$ cat src/hdl/ebl_pkg.sv
`default_nettype none

package ebl_pkg;

    localparam int ECHO_W   = 16;
    localparam int DIST_W   = 15;
    localparam int STATUS_W = 3;
    localparam int SUM_W    = 17;
    localparam int SCNT_W   = 4;
    localparam int VCNT_W   = 3;
    localparam int CFG_IDX_W = 1;

    localparam int MAX_SAMPLES_DEF  = 10;
    localparam int WANTED_VALID_DEF = 5;

    localparam int DIST_MUL_W = 10;
    localparam logic [DIST_MUL_W-1:0] DIST_MUL = 10'd557;
    localparam int DIST_SHIFT = 11;
    localparam int DIST_PROD_W = ECHO_W + DIST_MUL_W;

    localparam logic [DIST_W-1:0] DRIFT_LIMIT  = 15'd160;
    localparam logic [DIST_W-1:0] SMOOTH_RESET = 15'd800;
    localparam logic [DIST_W-1:0] DEADZONE_RESET = 15'd352;
    localparam logic [DIST_W-1:0] MAX_DEPTH_RESET = 15'd2400;

    localparam int BLEND_W    = DIST_W + 3;
    localparam int RECIP5_W   = 16;
    localparam logic [RECIP5_W-1:0] RECIP5 = 16'd52429;
    localparam int RECIP5_SHIFT = 18;
    localparam int BLEND_PROD_W = BLEND_W + RECIP5_W;

    localparam int DIV_CNT_W = $clog2(SUM_W);

    localparam logic [STATUS_W-1:0] ST_TIMEOUT      = 3'd0;
    localparam logic [STATUS_W-1:0] ST_DEADZONE     = 3'd1;
    localparam logic [STATUS_W-1:0] ST_OUT_OF_RANGE = 3'd2;
    localparam logic [STATUS_W-1:0] ST_DRIFT        = 3'd3;
    localparam logic [STATUS_W-1:0] ST_OK           = 3'd4;
    localparam logic [STATUS_W-1:0] ST_INIT         = 3'd5;

    localparam logic [CFG_IDX_W-1:0] REG_DEADZONE  = 1'd0;
    localparam logic [CFG_IDX_W-1:0] REG_MAX_DEPTH = 1'd1;

    localparam int QUEUE_DEPTH = 2;
    localparam int QPTR_W = 1;
    localparam int QCNT_W = 2;

    typedef struct packed {
        logic [SUM_W-1:0]  sum;
        logic [VCNT_W-1:0] vcnt;
    } burst_t;

    typedef struct packed {
        logic [DIST_W-1:0] deadzone_limit;
        logic [DIST_W-1:0] max_depth_limit;
    } cfg_t;

endpackage

`default_nettype wire

$ cat src/hdl/ebl_front.sv
`default_nettype none

module ebl_front #(
    parameter int MAX_SAMPLES  = ebl_pkg::MAX_SAMPLES_DEF,
    parameter int WANTED_VALID = ebl_pkg::WANTED_VALID_DEF
) (
    input  wire logic                        aclk,
    input  wire logic                        aresetn,
    input  wire logic                        s_valid,
    output logic                             s_ready,
    input  wire logic [ebl_pkg::ECHO_W-1:0]  s_echo_time,
    input  wire logic                        q_full,
    output logic                             q_push,
    output ebl_pkg::burst_t                  q_data
);

    localparam logic [ebl_pkg::SCNT_W-1:0] MAX_S  = ebl_pkg::SCNT_W'(MAX_SAMPLES);
    localparam logic [ebl_pkg::VCNT_W-1:0] WANT_V = ebl_pkg::VCNT_W'(WANTED_VALID);

    logic [ebl_pkg::SCNT_W-1:0]      scnt_reg, scnt_next;
    logic [ebl_pkg::VCNT_W-1:0]      vcnt_reg, vcnt_next;
    logic [ebl_pkg::SUM_W-1:0]       sum_reg, sum_next;
    logic [ebl_pkg::DIST_PROD_W-1:0] dist_prod;
    logic [ebl_pkg::DIST_W-1:0]      dist_val;
    logic [ebl_pkg::SCNT_W-1:0]      scnt_inc;
    logic [ebl_pkg::VCNT_W-1:0]      vcnt_inc;
    logic [ebl_pkg::SUM_W-1:0]       sum_inc;
    logic                            hit;
    logic                            burst_end;
    logic                            accept;

    assign s_ready = !q_full;
    assign accept  = s_valid && s_ready;

    always_comb begin
        hit       = (s_echo_time != '0);
        dist_prod = ebl_pkg::DIST_PROD_W'(s_echo_time)
                    * ebl_pkg::DIST_PROD_W'(ebl_pkg::DIST_MUL);
        dist_val  = dist_prod[ebl_pkg::DIST_SHIFT +: ebl_pkg::DIST_W];
        scnt_inc  = scnt_reg + 1'b1;
        vcnt_inc  = vcnt_reg + ebl_pkg::VCNT_W'(hit);
        sum_inc   = hit ? sum_reg + ebl_pkg::SUM_W'(dist_val) : sum_reg;
        burst_end = (scnt_inc >= MAX_S) || (vcnt_inc >= WANT_V);

        q_push      = accept && burst_end;
        q_data.sum  = sum_inc;
        q_data.vcnt = vcnt_inc;

        scnt_next = scnt_reg;
        vcnt_next = vcnt_reg;
        sum_next  = sum_reg;
        if (accept) begin
            if (burst_end) begin
                scnt_next = '0;
                vcnt_next = '0;
                sum_next  = '0;
            end else begin
                scnt_next = scnt_inc;
                vcnt_next = vcnt_inc;
                sum_next  = sum_inc;
            end
        end
    end

    always_ff @(posedge aclk) begin
        if (!aresetn) begin
            scnt_reg <= '0;
            vcnt_reg <= '0;
            sum_reg  <= '0;
        end else begin
            scnt_reg <= scnt_next;
            vcnt_reg <= vcnt_next;
            sum_reg  <= sum_next;
        end
    end

endmodule

`default_nettype wire

$ cat src/hdl/ebl_queue.sv
`default_nettype none

module ebl_queue (
    input  wire logic            aclk,
    input  wire logic            aresetn,
    input  wire logic            push,
    input  wire ebl_pkg::burst_t push_data,
    output logic                 full,
    output logic                 q_valid,
    output ebl_pkg::burst_t      q_data,
    input  wire logic            pop
);

    ebl_pkg::burst_t entry_reg [ebl_pkg::QUEUE_DEPTH];

    logic [ebl_pkg::QPTR_W-1:0] wr_ptr_reg, wr_ptr_next;
    logic [ebl_pkg::QPTR_W-1:0] rd_ptr_reg, rd_ptr_next;
    logic [ebl_pkg::QCNT_W-1:0] cnt_reg, cnt_next;
    logic                       do_push;
    logic                       do_pop;

    assign full    = (cnt_reg == ebl_pkg::QCNT_W'(ebl_pkg::QUEUE_DEPTH));
    assign q_valid = (cnt_reg != '0);
    assign q_data  = entry_reg[rd_ptr_reg];

    always_comb begin
        do_push = push && !full;
        do_pop  = pop && q_valid;

        wr_ptr_next = wr_ptr_reg;
        rd_ptr_next = rd_ptr_reg;
        if (do_push) begin
            wr_ptr_next = (wr_ptr_reg == ebl_pkg::QPTR_W'(ebl_pkg::QUEUE_DEPTH - 1)) ?
                          '0 : wr_ptr_reg + 1'b1;
        end
        if (do_pop) begin
            rd_ptr_next = (rd_ptr_reg == ebl_pkg::QPTR_W'(ebl_pkg::QUEUE_DEPTH - 1)) ?
                          '0 : rd_ptr_reg + 1'b1;
        end

        cnt_next = cnt_reg;
        if (do_push && !do_pop) begin
            cnt_next = cnt_reg + 1'b1;
        end else if (do_pop && !do_push) begin
            cnt_next = cnt_reg - 1'b1;
        end
    end

    always_ff @(posedge aclk) begin
        if (do_push) begin
            entry_reg[wr_ptr_reg] <= push_data;
        end
    end

    always_ff @(posedge aclk) begin
        if (!aresetn) begin
            wr_ptr_reg <= '0;
            rd_ptr_reg <= '0;
            cnt_reg    <= '0;
        end else begin
            wr_ptr_reg <= wr_ptr_next;
            rd_ptr_reg <= rd_ptr_next;
            cnt_reg    <= cnt_next;
        end
    end

endmodule

`default_nettype wire

$ cat src/hdl/ebl_back.sv
`default_nettype none

module ebl_back (
    input  wire logic                          aclk,
    input  wire logic                          aresetn,
    input  wire logic                          q_valid,
    input  wire ebl_pkg::burst_t               q_data,
    output logic                               q_pop,
    input  wire ebl_pkg::cfg_t                 cfg,
    output logic                               m_valid,
    input  wire logic                          m_ready,
    output logic [ebl_pkg::STATUS_W-1:0]       m_status,
    output logic [ebl_pkg::DIST_W-1:0]         m_mean_distance,
    output logic [ebl_pkg::DIST_W-1:0]         m_filtered_distance
);

    localparam int STATE_W = 3;
    localparam logic [STATE_W-1:0] S_IDLE  = 3'd0;
    localparam logic [STATE_W-1:0] S_DIV   = 3'd1;
    localparam logic [STATE_W-1:0] S_CLASS = 3'd2;
    localparam logic [STATE_W-1:0] S_UPD   = 3'd3;
    localparam logic [STATE_W-1:0] S_OUT   = 3'd4;

    logic [STATE_W-1:0]                   state_reg, state_next;
    logic [ebl_pkg::SUM_W-1:0]            quo_reg, quo_next;
    logic [ebl_pkg::VCNT_W-1:0]           rem_reg, rem_next;
    logic [ebl_pkg::VCNT_W-1:0]           divisor_reg, divisor_next;
    logic [ebl_pkg::DIV_CNT_W-1:0]        div_cnt_reg, div_cnt_next;
    logic [ebl_pkg::STATUS_W-1:0]         st_reg, st_next;
    logic [ebl_pkg::DIST_W-1:0]           mean_reg, mean_next;
    logic [ebl_pkg::BLEND_PROD_W-1:0]     prod_reg, prod_next;
    logic [ebl_pkg::DIST_W-1:0]           smooth_reg, smooth_next;
    logic [ebl_pkg::STATUS_W-1:0]         last_st_reg, last_st_next;
    logic                                 first_run_reg, first_run_next;
    logic                                 m_valid_reg, m_valid_next;
    logic [ebl_pkg::STATUS_W-1:0]         m_status_reg, m_status_next;
    logic [ebl_pkg::DIST_W-1:0]           m_mean_reg, m_mean_next;
    logic [ebl_pkg::DIST_W-1:0]           m_filt_reg, m_filt_next;

    logic [ebl_pkg::VCNT_W:0]             rem_shift;
    logic                                 quo_bit;
    logic [ebl_pkg::DIST_W-1:0]           mean_c;
    logic [ebl_pkg::DIST_W-1:0]           diff;
    logic [ebl_pkg::BLEND_W-1:0]          blend;
    logic                                 out_free;

    assign m_valid             = m_valid_reg;
    assign m_status            = m_status_reg;
    assign m_mean_distance     = m_mean_reg;
    assign m_filtered_distance = m_filt_reg;

    always_comb begin
        state_next     = state_reg;
        quo_next       = quo_reg;
        rem_next       = rem_reg;
        divisor_next   = divisor_reg;
        div_cnt_next   = div_cnt_reg;
        st_next        = st_reg;
        mean_next      = mean_reg;
        prod_next      = prod_reg;
        smooth_next    = smooth_reg;
        last_st_next   = last_st_reg;
        first_run_next = first_run_reg;
        m_valid_next   = m_valid_reg;
        m_status_next  = m_status_reg;
        m_mean_next    = m_mean_reg;
        m_filt_next    = m_filt_reg;
        q_pop          = 1'b0;

        rem_shift = {rem_reg, quo_reg[ebl_pkg::SUM_W-1]};
        quo_bit   = (rem_shift >= {1'b0, divisor_reg});
        mean_c    = (divisor_reg == '0) ? '0 : quo_reg[ebl_pkg::DIST_W-1:0];
        diff      = (mean_c > smooth_reg) ? mean_c - smooth_reg : smooth_reg - mean_c;
        blend     = ebl_pkg::BLEND_W'({smooth_reg, 2'b00}) + ebl_pkg::BLEND_W'(mean_c)
                    + ebl_pkg::BLEND_W'(2);
        out_free  = !m_valid_reg || m_ready;

        if (m_valid_reg && m_ready) begin
            m_valid_next = 1'b0;
        end

        unique case (state_reg)
            S_IDLE: begin
                if (q_valid) begin
                    q_pop        = 1'b1;
                    quo_next     = q_data.sum;
                    divisor_next = q_data.vcnt;
                    rem_next     = '0;
                    div_cnt_next = '0;
                    state_next   = S_DIV;
                end
            end
            S_DIV: begin
                rem_next = quo_bit ? ebl_pkg::VCNT_W'(rem_shift - {1'b0, divisor_reg})
                                   : rem_shift[ebl_pkg::VCNT_W-1:0];
                quo_next = {quo_reg[ebl_pkg::SUM_W-2:0], quo_bit};
                div_cnt_next = div_cnt_reg + 1'b1;
                if (div_cnt_reg == ebl_pkg::DIV_CNT_W'(ebl_pkg::SUM_W - 1)) begin
                    state_next = S_CLASS;
                end
            end
            S_CLASS: begin
                mean_next = mean_c;
                prod_next = ebl_pkg::BLEND_PROD_W'(blend)
                            * ebl_pkg::BLEND_PROD_W'(ebl_pkg::RECIP5);
                if (divisor_reg == '0) begin
                    st_next = ebl_pkg::ST_TIMEOUT;
                end else if (mean_c <= cfg.deadzone_limit) begin
                    st_next = ebl_pkg::ST_DEADZONE;
                end else if (mean_c > cfg.max_depth_limit) begin
                    st_next = ebl_pkg::ST_OUT_OF_RANGE;
                end else if ((diff > ebl_pkg::DRIFT_LIMIT) && !first_run_reg) begin
                    st_next = ebl_pkg::ST_DRIFT;
                end else if (mean_c < cfg.max_depth_limit) begin
                    st_next = ebl_pkg::ST_OK;
                end else begin
                    st_next = ebl_pkg::ST_INIT;
                end
                state_next = S_UPD;
            end
            S_UPD: begin
                if (st_reg == ebl_pkg::ST_OK) begin
                    if (last_st_reg == ebl_pkg::ST_INIT) begin
                        smooth_next    = mean_reg;
                        first_run_next = 1'b0;
                    end else begin
                        smooth_next = prod_reg[ebl_pkg::RECIP5_SHIFT +: ebl_pkg::DIST_W];
                    end
                end
                last_st_next = st_reg;
                state_next   = S_OUT;
            end
            S_OUT: begin
                if (out_free) begin
                    m_valid_next  = 1'b1;
                    m_status_next = st_reg;
                    m_mean_next   = mean_reg;
                    m_filt_next   = smooth_reg;
                    state_next    = S_IDLE;
                end
            end
            default: begin
                state_next = S_IDLE;
            end
        endcase
    end

    always_ff @(posedge aclk) begin
        quo_reg       <= quo_next;
        rem_reg       <= rem_next;
        divisor_reg   <= divisor_next;
        div_cnt_reg   <= div_cnt_next;
        st_reg        <= st_next;
        mean_reg      <= mean_next;
        prod_reg      <= prod_next;
        m_status_reg  <= m_status_next;
        m_mean_reg    <= m_mean_next;
        m_filt_reg    <= m_filt_next;
    end

    always_ff @(posedge aclk) begin
        if (!aresetn) begin
            state_reg     <= S_IDLE;
            smooth_reg    <= ebl_pkg::SMOOTH_RESET;
            last_st_reg   <= ebl_pkg::ST_INIT;
            first_run_reg <= 1'b1;
            m_valid_reg   <= 1'b0;
        end else begin
            state_reg     <= state_next;
            smooth_reg    <= smooth_next;
            last_st_reg   <= last_st_next;
            first_run_reg <= first_run_next;
            m_valid_reg   <= m_valid_next;
        end
    end

endmodule

`default_nettype wire

$ cat src/hdl/echo_burst_level_classifier.sv
// Echo times enter on the s_ channel at one item per cycle, and the front end converts each
// to a distance and gathers a burst; the input is held off while the two-entry burst queue
// is full. The back end takes one burst at a time, finds the mean with a one-bit-per-cycle
// divider, and may wait on m_ready before it delivers its result. Configuration writes are
// always ready.

`default_nettype none

module echo_burst_level_classifier #(
    parameter int MAX_SAMPLES  = ebl_pkg::MAX_SAMPLES_DEF,
    parameter int WANTED_VALID = ebl_pkg::WANTED_VALID_DEF
) (
    input  wire logic                           aclk,
    input  wire logic                           aresetn,
    input  wire logic                           s_valid,
    output logic                                s_ready,
    input  wire logic [ebl_pkg::ECHO_W-1:0]     s_echo_time,
    output logic                                m_valid,
    input  wire logic                           m_ready,
    output logic [ebl_pkg::STATUS_W-1:0]        m_status,
    output logic [ebl_pkg::DIST_W-1:0]          m_mean_distance,
    output logic [ebl_pkg::DIST_W-1:0]          m_filtered_distance,
    input  wire logic                           cfg_valid,
    output logic                                cfg_ready,
    input  wire logic [ebl_pkg::CFG_IDX_W-1:0]  cfg_index,
    input  wire logic [ebl_pkg::DIST_W-1:0]     cfg_data
);

    ebl_pkg::cfg_t   cfg_reg;
    ebl_pkg::burst_t push_data;
    ebl_pkg::burst_t pop_data;
    logic            push;
    logic            pop;
    logic            q_full;
    logic            q_valid;

    assign cfg_ready = 1'b1;

    always_ff @(posedge aclk) begin
        if (!aresetn) begin
            cfg_reg.deadzone_limit  <= ebl_pkg::DEADZONE_RESET;
            cfg_reg.max_depth_limit <= ebl_pkg::MAX_DEPTH_RESET;
        end else if (cfg_valid && cfg_ready) begin
            unique case (cfg_index)
                ebl_pkg::REG_DEADZONE:  cfg_reg.deadzone_limit  <= cfg_data;
                ebl_pkg::REG_MAX_DEPTH: cfg_reg.max_depth_limit <= cfg_data;
                default: begin
                end
            endcase
        end
    end

    ebl_front #(
        .MAX_SAMPLES  (MAX_SAMPLES),
        .WANTED_VALID (WANTED_VALID)
    ) u_front (
        .aclk        (aclk),
        .aresetn     (aresetn),
        .s_valid     (s_valid),
        .s_ready     (s_ready),
        .s_echo_time (s_echo_time),
        .q_full      (q_full),
        .q_push      (push),
        .q_data      (push_data)
    );

    ebl_queue u_queue (
        .aclk      (aclk),
        .aresetn   (aresetn),
        .push      (push),
        .push_data (push_data),
        .full      (q_full),
        .q_valid   (q_valid),
        .q_data    (pop_data),
        .pop       (pop)
    );

    ebl_back u_back (
        .aclk                (aclk),
        .aresetn             (aresetn),
        .q_valid             (q_valid),
        .q_data              (pop_data),
        .q_pop               (pop),
        .cfg                 (cfg_reg),
        .m_valid             (m_valid),
        .m_ready             (m_ready),
        .m_status            (m_status),
        .m_mean_distance     (m_mean_distance),
        .m_filtered_distance (m_filtered_distance)
    );

endmodule

`default_nettype wire
$ cat config.mk
export PLATFORM = sky130hd
export DESIGN_NAME = echo_burst_level_classifier
export DESIGN_NICKNAME = d
export VERILOG_FILES = /design/src/hdl/ebl_pkg.sv /design/src/hdl/ebl_front.sv /design/src/hdl/ebl_queue.sv /design/src/hdl/ebl_back.sv /design/src/hdl/echo_burst_level_classifier.sv
export SDC_FILE = /design/constraint.sdc
export NUM_CORES = 1
export LEC_CHECK = 0
export ABC_AREA = 1
export BUFFER_PORTS_ARGS = -buffer_cell sky130_fd_sc_hd__buf_2
export CORE_AREA = 5 5 213 236
export CTS_CLUSTER_DIAMETER = 200
export DETAILED_ROUTE_END_ITERATION = 8
export DIE_AREA = 0 0 218 241
export MAX_ROUTING_LAYER = met4
export SYNTH_ARGS = -nofsm -noshare
export SYNTH_HDL_FRONTEND = slang
export SYNTH_HIERARCHICAL = 1
export SYNTH_SLANG_ARGS = --single-unit
$ cat constraint.sdc
create_clock -name aclk -period 7.5 [get_ports aclk]
set_input_delay 1.5 -clock aclk [delete_from_list [all_inputs] [get_ports aclk]]
set_output_delay 1.5 -clock aclk [all_outputs]
set_load 0.005 [all_outputs]
==> flow_summary.ini, run 1 <==
[critical_path]
path_max_fanout = 4
critPathCaptureType = flop
regToRegStartpoint = u_back/divisor_reg[0]
arrival_ns = 7.49
r2r_cells = 37
reg2reg_to = u_back/prod_reg[31]
crit_required_ns = 7.78
path_class = reg2reg
cp_common_cell = nand2_1
start_kind = flop
slowest_stage = fa_1
r2r_setup_slack_ns = 0.30
critPathMaxStageDelay_ns = 0.54

[clocking]
clock_path_buffers = 3
cts_tree = done
postCtsHoldBufs = 0
clk_pin_slew_ns = 0.06
htreeDepth = 1
clk_latency_ns = 0.53
cts.sinks = 216
cts_inserted_buffers = 24
cts-root-buf = clkbuf_16

[logic_synthesis]
synth.net_count = 3027
synthCells = 2573
synth-xor-area-share_pct = 4.229
synth-simple-area-share_pct = 20.09
syn_avg_cell_area_sq_um = 8.211
synthAdderAreaFrac_pct = 28.85
synth_cell_types = 69
async_flop_share_pct = 0
synth_edf_count = 134
ys_warn_count = 6
synth_area_sq_um = 21130
synth_top_family_by_area = adder cells
ys_ff_latch = 216
synthMuxAreaShare_pct = 1.066
synth-seq-area-share_pct = 26.82
synth_compound_area_share_pct = 9.221
yosys_most_used_dff = edfxtp_1

[route]
ant_nets = 0
vias = 17200
viasPerCell = 5.149
drc = 1
first_pass_iters = 8
post_drt_wl_per_cell_microns = 17.22
drt_iter0_drc = 1119
detail_route.wirelength_microns = 57520

[timing]
max-slew-margin-rel_pct = 22.63
fin_crit_sh_pct = 96.04
setup_ws_ns = 0.2971
finalHoldViolCount = 0
fin_crit_ns = 7.203
clock_skew_ns = 0.01330
rsz0062_at_grt = true
drv_slew = 0
fmax_mhz = 138.8
worst-slew-pin-transition_ns = 1.158
setup_viol = 0

[floorplanning]
pin_count = 73
die-area_sq_um = 52540
die_w_microns = 218
initial_core_util_pct = 44.47
floorplan.rows = 84
die_h_microns = 241
core_area_sq_um = 47510

[finish]
fin_nets = 3131
largest_register_ff_count = 40
fin_util_pct = 49.04
drive_above_1_share_pct = 10.80
final_cells = 3341
layout_common_cells = nand2_1 (519), inv_1 (461), ha_1 (298), nor2_1 (189), edfxtp_1 (134)
final_common_cell = nand2_1
area_delta_synth_final_pct = 10.28

[global_routing]
antenna_found_initial = 1
grt_pass1_wl_microns = 91610
track_usage_pct = 22.42
first_global_vias = 17370
grt-ovfl-total = 0
grt_max_degree = 53

[hold_path]
hold_path_depth = 0
hold_class = reg2reg
min_to = u_back/m_mean_distance[13]
hold_start = u_back/mean_reg[13]

[placed_design]
dpl.cell_count = 3290
gp_congestion = 0.9805
dpl.hpwl_microns = 47680
port_buffers = 71
place_ws_ns = 0.06080

[flow_run]
drv_cap = 0

[outcome]
status = complete, but fails checks
violations = design-rule violations
## worst max-delay path, delay by kind of cell, from the launching register on
kind,cells,cell delay [ns]
flops,1,0.41
fa+ha+maj,8,3.05
compound gates,5,0.65
simple gates,16,1.98
buf+inv,7,0.57
xor+xnor,1,0.27
## how the worst max path moves through the flow
stage                     endpoint             startpoint  depth (start not counted)
2_1_floorplan  u_back/prod_reg[31]  u_back/divisor_reg[1]                         36
3_3_place_gp   u_back/prod_reg[31]  u_back/divisor_reg[1]                         40
3_5_place_dp   u_back/prod_reg[31]  u_back/divisor_reg[1]                         40
4_1_cts        u_back/prod_reg[31]  u_back/divisor_reg[1]                         40
5_1_grt        u_back/prod_reg[30]  u_back/divisor_reg[0]                         36
6_report       u_back/prod_reg[31]  u_back/divisor_reg[0]                         37
## metrics by stage
step / hold WS, ns / TNS (ns) / area (sq um)
2_1_floorplan: 0.4208 / 0 / 21130
3_3_place_gp: 0.4383 / 0 / 22400
3_5_place_dp: 0.4377 / 0 / 22400
4_1_cts: 0.4552 / 0 / 23160
5_1_grt: 0.4702 / -0.02173 / 23300
6_report: 0.4524 / 0 / 23300
## kinds of logic (layout without fill, tap and decap cells)
logic type                 count (synthesis)  after routing
AOI/OAI and AO/OA                        330            330
xor gates and xnor gates                  93             93
adders and majority gates                417            417
buffers and inverters                    523            645
DFF                                      216            216
muxes                                     20             20
other                                      1              2
and+or+nand+nor                          973            973
## synthesized netlist by cell type (4+ instances only)
| cell type | instances | share of area, % |
|---|---|---|
| nand4_1 | 51 | 1.5 |
| a21boi_0 | 4 | 0.14 |
| buf_2 | 4 | 0.095 |
| o21bai_1 | 12 | 0.43 |
| o21ai_1 | 8 | 0.19 |
| buf_4 | 5 | 0.18 |
| nand3_1 | 119 | 2.8 |
| xnor2_1 | 25 | 1.0 |
| nor3_1 | 20 | 0.47 |
| inv_1 | 461 | 8.2 |
| nand2_1 | 519 | 9.2 |
| and2_1 | 7 | 0.21 |
| o22ai_1 | 7 | 0.21 |
| clkbuf_1 | 23 | 0.41 |
| nor2_4 | 8 | 0.43 |
| o21ai_0 | 91 | 2.2 |
| or2_2 | 9 | 0.27 |
| nor2_1 | 192 | 3.4 |
| o21a_1 | 7 | 0.25 |
| nand2_4 | 6 | 0.32 |
| buf_6 | 6 | 0.32 |
| a21oi_1 | 134 | 3.2 |
| o211ai_1 | 6 | 0.21 |
| fa_1 | 117 | 11 |
| nand2_2 | 15 | 0.44 |
| xor2_1 | 62 | 2.6 |
| nor2_2 | 11 | 0.33 |
| edfxtp_1 | 134 | 19 |
| nand3_2 | 7 | 0.33 |
| a21o_1 | 10 | 0.36 |
| a31oi_1 | 20 | 0.59 |
| mux2_2 | 20 | 1.1 |
| ha_1 | 300 | 18 |
| inv_2 | 21 | 0.37 |
| dfxtp_1 | 82 | 7.8 |
## routing by layer
metal,part of all wire (%),vias to the layer above,routed length [microns],global-route usage [%]
met5,0,-,0,-
met4,3.4,0,1944,6.681
met3,3.9,101,2268,1.945
met2,49,377,28180,38.30
met1,44,8146,25120,28.59
li1,-,8580,-,-
## repair_timing
action                     CTS  global route
resized for setup            0            20
setup endpoints to repair    0            11
setup buffers                0             6
hold endpoints to repair     0             0
## cell type report
cell class,count,area [sq um]
antenna,1,2.502
clock buffer,30,644.4
clock inverter,14,115.1
fill,4702,24210
inverter,483,1815
multi-input combinational,1834,13520
sequential,216,5665
tap,645,807.0
timing repair buffer,118,724.4
Power of run 1 is not shown: default switching activity piles up to over one toggle a cycle in this logic, so the estimate is an artifact.
==> run 2, diff against run 1 <==
BUFFER_PORTS_ARGS = -buffer_cell sky130_fd_sc_hd__clkbuf_2   (was -buffer_cell sky130_fd_sc_hd__buf_2)
==> flow_summary.ini, run 2 (synthesis results as in run 1) <==
[outcome]
status = finished clean

[hold_path]
hold_path_depth = 0
hold_start = u_back/mean_reg[10]
min_to = u_back/m_mean_distance[10]
hold_class = reg2reg

[route]
viasPerCell = 5.158
drc = 0
post_drt_wl_per_cell_microns = 17.24
ant_nets = 0
detail_route.wirelength_microns = 57660
first_pass_iters = 8
vias = 17250
drt_iter0_drc = 992

[floorplanning]
initial_core_util_pct = 44.47
floorplan.rows = 84
die_w_microns = 218
die_h_microns = 241
pin_count = 73
die-area_sq_um = 52540
core_area_sq_um = 47510

[placed_design]
placed_area_sq_um = 22420
gp_congestion = 0.9858
dpl.hpwl_microns = 47690
port_buffers = 71

[timing]
finalHoldViolCount = 0
max-slew-margin-rel_pct = 22.50
clock_skew_ns = 0.009902
fmax_mhz = 140.4
fin_crit_sh_pct = 94.98
worst-slew-pin-transition_ns = 1.160
fin_crit_ns = 7.123
drv_slew = 0
setup_viol = 0

[clocking]
htreeDepth = 1
cts.sinks = 216
postCtsHoldBufs = 0
clock_path_buffers = 3
cts_tree = done
clk_pin_slew_ns = 0.06
cts_inserted_buffers = 23
clk_latency_ns = 0.53
cts-root-buf = clkbuf_16

[critical_path]
critPathCaptureType = flop
critPathMaxStageDelay_ns = 0.57
r2r_cells = 36
path_class = reg2reg
path_max_fanout = 4
cp_common_cell = nand2_1
reg2reg_to = u_back/prod_reg[31]
start_kind = flop
arrival_ns = 7.42
critPathTopFamily = adder cells
regToRegStartpoint = u_back/divisor_reg[1]
crit_buf_inv = 6
crit_required_ns = 7.79
r2r_setup_slack_ns = 0.38
slowest_stage = fa_1

[finish]
drive_above_1_share_pct = 10.97
layout_common_cells = nand2_1 (519), inv_1 (461), ha_1 (296), nor2_1 (190), edfxtp_1 (134)
final_common_cell = nand2_1
fin_area_sq_um = 23360
fin_nets = 3136
largest_register_ff_count = 40
fin_util_pct = 49.17
area_delta_synth_final_pct = 10.57
antenna_cells = 0

[global_routing]
antenna_found_initial = 0
grt_max_degree = 53
first_global_vias = 17120
track_usage_pct = 22.33
grt-ovfl-total = 0
grt_pass1_wl_microns = 90960

[flow_run]
drv_cap = 0
==> run 2: cell types whose count changed in the layout (fill, tap and decap cells not counted), sizes merged <==
cell | previous run | this run
diode | 1 | 0
clkbuf | 30 | 110
buf | 118 | 53
clkinv | 9 | 1
bufinv | 1 | 0
clkinvlp | 2 | 0
==> run 2: worst max path at each step <==
stage	startpoint	endpoint	slack (ns)	depth (start not counted)
6_report	u_back/divisor_reg[1]	u_back/prod_reg[31]	0.38	36
3_5_place_dp	u_back/divisor_reg[1]	u_back/prod_reg[32]	0.06	35
3_3_place_gp	u_back/divisor_reg[1]	u_back/prod_reg[31]	0.09	40
2_1_floorplan	u_back/divisor_reg[1]	u_back/prod_reg[31]	0.60	36
5_1_grt	u_back/divisor_reg[1]	u_back/prod_reg[31]	-0.02	36
4_1_cts	u_back/divisor_reg[1]	u_back/prod_reg[32]	0.03	38
==> run 2: worst reg2reg max path: cells and delay by family, from the launching register on <==
| kind | cells | cell delay, ns |
|---|---|---|
| adder cells (fa/ha/maj) | 8 | 3.21 |
| buffers and inverters | 6 | 0.39 |
| AND/OR/NAND/NOR | 16 | 1.96 |
| XOR/XNOR | 1 | 0.19 |
| flip-flops | 1 | 0.43 |
| AO/OA/AOI/OAI | 5 | 0.71 |
==> run 2: metrics by stage <==
stage | hold slack, ns | instances | TNS [ns] | setup WS (ns)
after CTS | 0.4546 | 3336 | 0 | 0.02592
after global placement | 0.4301 | 3294 | 0 | 0.08769
after global routing | 0.4733 | 3344 | -0.02472 | -0.01657
after floorplan | 0.4208 | 2573 | 0 | 0.5956
after detailed placement | 0.4422 | 3294 | 0 | 0.05785
final | 0.4551 | 3344 | 0 | 0.3766
==> run 2: layer usage <==
layer	up-vias	share of wire (%)	global-route usage (%)
met5	-	0	-
met3	101	4.3	2.183
met4	0	3.3	6.300
met2	379	49	38.55
met1	8191	43	28.15
li1	8577	-	-
==> run 2: what timing repair did <==
| item | in CTS | in global routing |
|---|---|---|
| endpoints found under the hold margin | 0 | 0 |
| gates resized for setup | 0 | 27 |
| buffers inserted | 0 | 8 |
| endpoints found under the setup margin | 0 | 13 |
==> run 2: cell type report <==
class	count	area, sq um
Clock buffer	39	695.7
Timing Repair Buffer	124	757.0
Sequential cell	216	5665
Multi-Input combinational cell	1834	13590
Tap cell	645	807.0
Inverter	483	1815
Clock inverter	3	30.03
Fill cell	4664	24150
Power of run 2 is left out for the same reason.
==> run 3, diff against run 2 <==
ABC_AREA = not set   (was 1)
CORE_AREA = 5 5 207 229   (was 5 5 213 236)
DIE_AREA = 0 0 212 234   (was 0 0 218 241)
PLACE_DENSITY = 0.64   (was not set)
==> flow_summary.ini, run 3 <==
[critical_path]
path_class = reg2reg
r2r_setup_slack_ns = 0.09
r2r_cells = 39
reg2reg_to = u_back/prod_reg[26]
critPathCaptureType = flop
critPathMaxStageDelay_ns = 0.53
crit_required_ns = 7.77
start_kind = flop
path_max_fanout = 5
slowest_stage = fa_1
regToRegStartpoint = u_back/divisor_reg[2]
arrival_ns = 7.68

[power]
ir_drop_mv = 0.2738
seqPwrFrac_pct = 18.6
combPwrFrac_pct = 67.4
swShare_pct = 42.00
power_frac_clock_pct = 14.0
switching_power_w = 0.003647
p_int_w = 0.005035
p_leak_nw = 11.16
power_per_cell_area_nw_per_um2 = 370.9

[clocking]
cts_tree = done
cts_inserted_buffers = 24
clock_path_buffers = 3
cts-root-buf = clkbuf_16
clk_latency_ns = 0.52
clk_pin_slew_ns = 0.06
htreeDepth = 1
postCtsHoldBufs = 0
cts.sinks = 216

[timing]
setup_ws_ns = 0.09373
fin_crit_sh_pct = 98.75
drv_slew = 0
worst-slew-pin-transition_ns = 1.081
finalHoldViolCount = 0
fin_crit_ns = 7.406
setup_viol = 0
clock_skew_ns = 0.006779
fmax_mhz = 135.0
rsz0062_at_grt = true
max-slew-margin-rel_pct = 27.62

[route]
drc = 0
post_drt_wl_per_cell_microns = 17.49
vias = 15070
first_pass_iters = 5
detail_route.wirelength_microns = 49560
drt_iter0_drc = 738
viasPerCell = 5.319
ant_nets = 0

[finish]
fillers = 4075
layout_common_cells = ha_1 (284), inv_1 (275), nand2_1 (188), buf_4 (160), edfxtp_1 (134)
final_common_cell = ha_1
seq_area_sq_um = 5665
fin_util_pct = 51.96
largest_register_ff_count = 40
fin_nets = 2682
drive_above_1_share_pct = 18.84
area_delta_synth_final_pct = 17.44
fin_area_sq_um = 23400
antenna_cells = 0
multi_input_area_sq_um = 13470

[logic_synthesis]
ys_warn_count = 6
synthTopCellsByCount = ha_1 (300), inv_1 (286), nand2_1 (193)
synth.net_count = 2479
async_flop_share_pct = 0
yosysTopAreaCell = edfxtp_1
synth_cell_types = 100
syn_avg_cell_area_sq_um = 9.842
ys_ff_latch = 216
yosys_most_used_dff = edfxtp_1
synth-seq-area-share_pct = 28.43
synth_area_sq_um = 19930
synth_edf_count = 134
synth_top_area_share_pct = 20.19
synthCells = 2025
synth_most_common_cell = ha_1
ys_top_cells_by_area = edfxtp_1 (20%), ha_1 (19%), fa_1 (12%)

[placed_design]
placed_area_sq_um = 22050
port_buffers = 71
place_ws_ns = -0.2567
dpl.hpwl_microns = 40770
gp_congestion = 0.9123

[floorplanning]
floorplan.rows = 82
die-area_sq_um = 49610
die_w_microns = 212
initial_core_util_pct = 44.25
pin_count = 73
core_area_sq_um = 45040
die_h_microns = 234

[global_routing]
track_usage_pct = 20.50
antenna_found_initial = 0
grt_pass1_wl_microns = 80290
grt-ovfl-total = 0
first_global_vias = 15480
grt_max_degree = 72

[hold_path]
hold_path_depth = 0
min_to = u_back/m_mean_distance[2]
hold_start = u_back/mean_reg[2]
hold_class = reg2reg

[flow_run]
drv_cap = 0

[outcome]
status = finished clean
run 3: cell families (layout without fill, tap and decap cells):
kind of cell	after synthesis	count (layout)	share of synthesized area (%)
muxes	74	74	3.861
and+or+nand+nor	475	475	11.71
xor gates and xnor gates	134	134	5.964
buffers and inverters	348	568	6.937
DFF	216	216	28.43
AOI/OAI and AO/OA	353	353	12.14
other	1	1	0.01882
adders and majority gates	424	424	30.95
run 3: metrics by stage:
step	std cells	TNS, ns	power (W)	hold slack (ns)
after floorplan	2025	-0.01973	0.005268	0.4257
final	2833	0	0.008682	0.4484
after global placement	2773	-0.5198	0.006848	0.4352
after detailed placement	2773	-1.641	0.006987	0.4359
after global routing	2833	-1.428	0.009467	0.4779
after CTS	2818	-0.06543	0.008435	0.4492
run 3: critical path, delay by kind of cell, from the launching register on:
kind	cells	cell delay, ns
and+or+nand+nor	8	1.23
adders and majority gates	7	2.69
xor gates and xnor gates	4	0.43
DFF	1	0.38
AOI/OAI and AO/OA	9	1.33
buffers and inverters	11	1.07
run 3: how the worst max path moves through the flow:
stage,from,slack (ns),depth (start not counted),end
global placement,u_back/divisor_reg[2],-0.14,37,u_back/prod_reg[31]
finish,u_back/divisor_reg[2],0.09,39,u_back/prod_reg[26]
floorplan,u_back/divisor_reg[1],-0.02,37,u_back/prod_reg[31]
detailed placement,u_back/divisor_reg[2],-0.26,37,u_back/prod_reg[31]
CTS,u_back/divisor_reg[1],-0.02,33,u_back/prod_reg[32]
global route,u_back/divisor_reg[2],-0.23,38,u_back/prod_reg[29]
run 3: per-layer routing:
| layer | vias to the layer above | GRT usage [%] | part of all wire [%] |
|---|---|---|---|
| li1 | 7381 | - | - |
| met1 | 7347 | 25.08 | 42 |
| met2 | 255 | 36.92 | 52 |
| met3 | 85 | 1.552 | 2.7 |
| met4 | 0 | 5.094 | 2.9 |
| met5 | - | - | 0 |
run 3: power groups by stage:
stage               logic, W  registers, W  clock network [W]
global placement     0.00521       0.00163                  0
global route         0.00656       0.00162            0.00129
floorplan            0.00365       0.00162                  0
finish               0.00586       0.00161            0.00121
detailed placement   0.00535       0.00164                  0
CTS                  0.00558       0.00161            0.00124
run 3: timing repair:
action,CTS,global route
setup buffers,3,15
cloned,0,0
gates resized for setup,17,60
pin swaps,12,38
endpoints found under the setup margin,9,12
run 3: layout make-up:
| type | instances | area share (%) |
|---|---|---|
| clock buffers | 29 | 2.737 |
| clock inverters | 14 | 0.7752 |
| inverters | 289 | 4.678 |
| multi-input cells | 1461 | 57.53 |
| flip-flops and latches | 216 | 24.21 |
| well taps | 588 | 3.143 |
| repair buffers | 236 | 6.928 |
No activity file was read; power rests on OpenSTA's default activity.
